## src/rtl/uv_sphere_tessellator_assert.svh

```systemverilog
// ----------------------------------------------------------------------------
// UV sphere tessellator assertion macros
// Immediate-style wrappers around concurrent properties clocked by i_clk and
// disabled while i_rst_n is low. Define ASSERT_OFF to compile them out.
// ----------------------------------------------------------------------------
`ifndef UV_SPHERE_TESSELLATOR_ASSERT_SVH
`define UV_SPHERE_TESSELLATOR_ASSERT_SVH

`ifndef ASSERT_OFF

// antecedent implies consequent in the same cycle
`define UVST_ASSERT_SAME(lbl, ante, cons) \
    lbl: assert property (@(posedge i_clk) disable iff (!i_rst_n) (ante) |-> (cons)) \
        else $error("uv_sphere_tessellator: assertion failed");

// antecedent implies consequent in the next cycle
`define UVST_ASSERT_NEXT(lbl, ante, cons) \
    lbl: assert property (@(posedge i_clk) disable iff (!i_rst_n) (ante) |=> (cons)) \
        else $error("uv_sphere_tessellator: assertion failed");

`else

`define UVST_ASSERT_SAME(lbl, ante, cons)
`define UVST_ASSERT_NEXT(lbl, ante, cons)

`endif

`endif

```

## src/rtl/uvst_pkg.sv

```systemverilog
// ----------------------------------------------------------------------------
// UV sphere tessellator package
// Field widths, sine coefficients, pipeline depths and register indexes.
// ----------------------------------------------------------------------------
package uvst_pkg;

    localparam int CNT_W   = 11;   // sector / stack count registers
    localparam int RAD_W   = 16;   // radius, unsigned Q8.8
    localparam int COL_W   = 8;    // colour components
    localparam int IDX_W   = 10;   // stack / sector index of a cell
    localparam int POS_W   = 17;   // signed Q8.8 position
    localparam int SLOT_W  = 3;    // corner slot
    localparam int PH_W    = 32;   // phase, 2^-32 turn
    localparam int Q30_W   = 31;   // unsigned Q30 magnitude up to 1.0
    localparam int SIN_W   = 32;   // signed Q30 sine / cosine
    localparam int CFG_IDX_W  = 3;
    localparam int CFG_DATA_W = 16;

    localparam int MAX_DIV_DEF = 1024;

    localparam logic [Q30_W-1:0] Q30_ONE    = 31'h4000_0000;
    localparam logic [PH_W-1:0]  QUARTER_PH = 32'h4000_0000;

    // quarter-wave odd polynomial, Q30; Horner runs A9 then A7, A5, A3, A1
    localparam logic [Q30_W-1:0] SIN_A9 = 31'd172272;
    localparam logic [Q30_W-1:0] SIN_COEF [4] = '{
        31'd5026995, 31'd85569306, 31'd693598668, 31'd1686629713
    };

    localparam int DIV_NUM_W  = 44;
    localparam int DIV_BPS    = 4;
    localparam int DIV_STAGES = DIV_NUM_W / DIV_BPS;
    localparam int SIN_LAT    = 8;

    typedef enum logic [CFG_IDX_W-1:0] {
        REG_RADIUS  = 3'd0,
        REG_SECTORS = 3'd1,
        REG_STACKS  = 3'd2,
        REG_RED     = 3'd3,
        REG_GREEN   = 3'd4,
        REG_BLUE    = 3'd5
    } t_reg_idx;

endpackage

```

## src/rtl/uvst_div.sv

```systemverilog
// ----------------------------------------------------------------------------
// UV sphere tessellator pipelined divider
// Restoring division, BPS quotient bits per stage, one request per cycle
// while i_en is high. Returns the full quotient; caller holds i_den steady.
// ----------------------------------------------------------------------------
module uvst_div #(
    parameter int NUM_W = uvst_pkg::DIV_NUM_W,
    parameter int DEN_W = uvst_pkg::CNT_W,
    parameter int BPS   = uvst_pkg::DIV_BPS
) (
    input  logic             i_clk,
    input  logic             i_en,
    input  logic [NUM_W-1:0] i_num,
    input  logic [DEN_W-1:0] i_den,
    output logic [NUM_W-1:0] o_quo
);

    localparam int STAGES = NUM_W / BPS;

    logic [DEN_W-1:0] r_rem [STAGES];
    logic [NUM_W-1:0] r_nq  [STAGES];

    for (genvar s = 0; s < STAGES; s++) begin : g_stage
        logic [DEN_W-1:0] w_rem_in;
        logic [NUM_W-1:0] w_nq_in;
        logic [DEN_W-1:0] w_rem;
        logic [NUM_W-1:0] w_nq;
        logic [DEN_W:0]   w_try;

        if (s == 0) begin : g_first
            assign w_rem_in = '0;
            assign w_nq_in  = i_num;
        end else begin : g_next
            assign w_rem_in = r_rem[s-1];
            assign w_nq_in  = r_nq[s-1];
        end

        // shift dividend bits out the top, quotient bits in the bottom
        always_comb begin
            w_rem = w_rem_in;
            w_nq  = w_nq_in;
            w_try = '0;
            for (int b = 0; b < BPS; b++) begin
                w_try = {w_rem, w_nq[NUM_W-1]};
                w_nq  = {w_nq[NUM_W-2:0], 1'b0};
                if (w_try >= {1'b0, i_den}) begin
                    w_try   = w_try - {1'b0, i_den};
                    w_nq[0] = 1'b1;
                end
                w_rem = w_try[DEN_W-1:0];
            end
        end

        always_ff @(posedge i_clk) begin
            if (i_en) begin
                r_rem[s] <= w_rem;
                r_nq[s]  <= w_nq;
            end
        end
    end

    assign o_quo = r_nq[STAGES-1];

endmodule

```

## config.mk

```make
export PLATFORM = sky130hd
export DESIGN_NAME = uvst_div
export DESIGN_NICKNAME = d
export VERILOG_FILES = /design/src/rtl/uv_sphere_tessellator_assert.svh /design/src/rtl/uvst_pkg.sv /design/src/rtl/uvst_div.sv
export SDC_FILE = /design/constraint.sdc
export NUM_CORES = 2
export LEC_CHECK = 0
export BUFFER_PORTS_ARGS = -buffer_cell sky130_fd_sc_hd__buf_2
export CORE_MARGIN = 2
export CORE_UTILIZATION = 40
export CTS_BUF_LIST = sky130_fd_sc_hd__clkbuf_16
export DETAILED_ROUTE_END_ITERATION = 7
export PLACE_DENSITY = 0.52
export SYNTH_ARGS = -nofsm -noshare
export SYNTH_HDL_FRONTEND = slang
export SYNTH_SLANG_ARGS = --single-unit
```

## constraint.sdc

```tcl
create_clock -name i_clk -period 16.73 [get_ports i_clk]
set_input_delay 3.346 -clock i_clk [delete_from_list [all_inputs] [get_ports i_clk]]
set_output_delay 3.346 -clock i_clk [all_outputs]
set_load 0.005 [all_outputs]
```

==> metrics.cfg <==
[status]
status = complete, no violations

[timing]
tightest_slew_ps = 1140
setup_ws_ps = 2860
final.min_clock_period_ps = 13870
setup_violations = 0
skew_ps = 32.3
period_share = 0.829
max_freq_ghz = 0.0721
slew_viol_final = 0
rsz0062_at_grt = no
relSlewSlack = 0.242
fin_setup_tns_ps = 0
hold_viol = 0

[clocking]
hold_buffers = 0
insertion_delay_ps = 650
cts_buffer_depth = 3
cts_sinks = 594
postCtsSetupRepairBufs = 0
cts-htree-levels = 3
path_clk_slew_ps = 50
cts_buffers = 73
cts_tree = built
cts_resized = 0
root_buffer = clkbuf_16

[critical_path]
crit_top_cell = o21ai_0
worstPathRequired_ps = 17100
critical_path.max_stage_delay_ps = 610
endpoint_kind = flop
path_buf_inv = 5
critPathArrivalTime_ps = 14240
critPathSlowestCell = a211oi_1
critPathKind = primary input to flop
critPathMaxFanout = 20
critPathTopFamily = compound AO/OA/AOI/OAI gates
start_kind = primary input

[drt]
wl_um = 107000
drc_errors = 0
vias = 31400
first_pass_iters = 5
drt_iter0_drc = 1855
avgViaCountPerCell = 5.50
routedWlPerCell_um = 18.7
ant_nets = 0

[placed_design]
pre_cts_slack_ps = 2300
routabilityCongestion = 0.850
dp_hpwl_um = 76600
io_buffer_count = 100

[synthesis]
synth_edf_count = 594
synth-async-reset-ratio = 0
synth_common_cells = edfxtp_1 (594), ha_1 (475), nor2_1 (312)
syn-instance-count = 4096
yosysTopAreaCell = edfxtp_1
mappedNetlistArea_sq_um = 43300
synth_cell_type_count = 90
synth_top_area_share = 0.412
synth_nets = 4670
synth_area_leaders = edfxtp_1 (41%), ha_1 (14%), mux2_2 (4.3%)
synth-seq-cells = 594
seq_area_frac_synth = 0.412
synth_area_per_cell_sq_um = 10.6
yosysMostFrequentCell = edfxtp_1
ys.flop_type = edfxtp_1
ys_warn_count = 0

[die]
num_io_pins = 101
start_util = 0.404
die_area_sq_um = 111000
dieHeight_um = 333
rows = 120
core_sq_um = 107000
die_x_um = 333

[flow_run]
cap_violations = 0

[global_route]
grt_pass1_vias = 30900
grt_pass1_wl_um = 170000
grt_usage = 0.192
grt-ovfl-total = 0
grt_start_max_net_pins = 169
antenna_found_initial = 0

[final_layout]
multi_input_area_sq_um = 24300
syn_to_final_growth_pct = 11.0
finalNetCount = 4834
diodes = 0
drive_gt1_frac = 0.117
ff_latch_area_sq_um = 17800
fillers = 10200

[min_path]
min-delay-path-class = flop to flop

## worst reg2reg max path: cells and delay by family (launching register included)
kind            cells  cell delay, ps
flops               1             380
buf+inv             4             720
compound gates     18            5550
simple gates        7            1510
mux                 3             860
fa+ha+maj           5            1600
## metal layers
layer,wire length [um],track usage,vias up
li1,-,-,15900
met1,49600,0.255,14900
met2,50000,0.320,510
met3,3730,0.0278,178
met4,3310,0.0644,0
met5,0,0,-
## final cells by class
class                           instances  area share
Multi-Input combinational cell       3198       0.506
Sequential cell                       594       0.371
Clock buffer                           74      0.0385
Tap cell                             1403      0.0365
Timing Repair Buffer                  149      0.0196
Inverter                              244      0.0191
Clock inverter                         54     0.00932
## final timing paths
check                           slack, ps     endpoint  depth (start not counted)         from
worst max register to register       5820  r_rem[2][5]                         37  r_nq[1][43]
worst min-delay path                  400  r_nq[2][24]                          0  r_nq[1][20]
worst min register to register        400  r_nq[2][24]                          0  r_nq[1][20]
worst max-delay path                 2860  r_rem[2][5]                         38     i_den[0]
## kinds of logic after synthesis
| logic type | after synthesis | synth area share |
|---|---|---|
| adder cells (fa/ha/maj) | 517 | 0.157 |
| buffers and inverters | 304 | 0.0271 |
| AND/OR/NAND/NOR | 1133 | 0.130 |
| flip-flops | 594 | 0.412 |
| XOR/XNOR | 272 | 0.0550 |
| AO/OA/AOI/OAI | 1039 | 0.159 |
| multiplexers | 237 | 0.0597 |
## flip-flops by register name, indices dropped and copies added (netlist names)
name	flops
r_nq	484
r_rem	110
## stage by stage
step           instances  utilization  hold slack (ps)  instance area (sq um)
2_1_floorplan       4096            -              400                  43300
3_3_place_gp        5588        0.427              400                  45700
3_5_place_dp        5588        0.427              405                  45700
4_1_cts             5716        0.448              402                  48000
5_1_grt             5716        0.448              404                  48000
6_report            5716        0.448              402                  48000
## layout by cell type (no fill, tap or decap), drive strengths merged, types with 12 or more instances in the layout
master | Yosys | layout
buf | 22 | 149
o31ai | 44 | 44
a31o | 15 | 15
nand3 | 68 | 68
nor2 | 313 | 313
a211o | 13 | 13
nand2b | 62 | 62
or2 | 25 | 25
mux2 | 169 | 169
nor3 | 85 | 85
o211ai | 34 | 34
and3 | 44 | 44
xnor2 | 158 | 158
nand3b | 14 | 14
a221o | 15 | 15
fa | 42 | 42
clkinv | 1 | 32
o21ai | 228 | 228
or3 | 34 | 34
o21bai | 15 | 15
edfxtp | 594 | 594
or4 | 12 | 12
xor2 | 114 | 114
a21boi | 39 | 39
nand4 | 74 | 74
clkbuf | 38 | 74
o221ai | 23 | 23
a21oi | 277 | 277
a21o | 115 | 115
and2 | 28 | 28
a211oi | 32 | 32
mux2i | 68 | 68
nand2 | 234 | 234
nor4 | 25 | 25
nor2b | 89 | 89
ha | 475 | 475
a31oi | 22 | 22
o21a | 54 | 54
inv | 243 | 255
o31a | 20 | 20
Power is not shown: default switching activity piles up to over one toggle a cycle in this logic, so the estimate is an artifact.
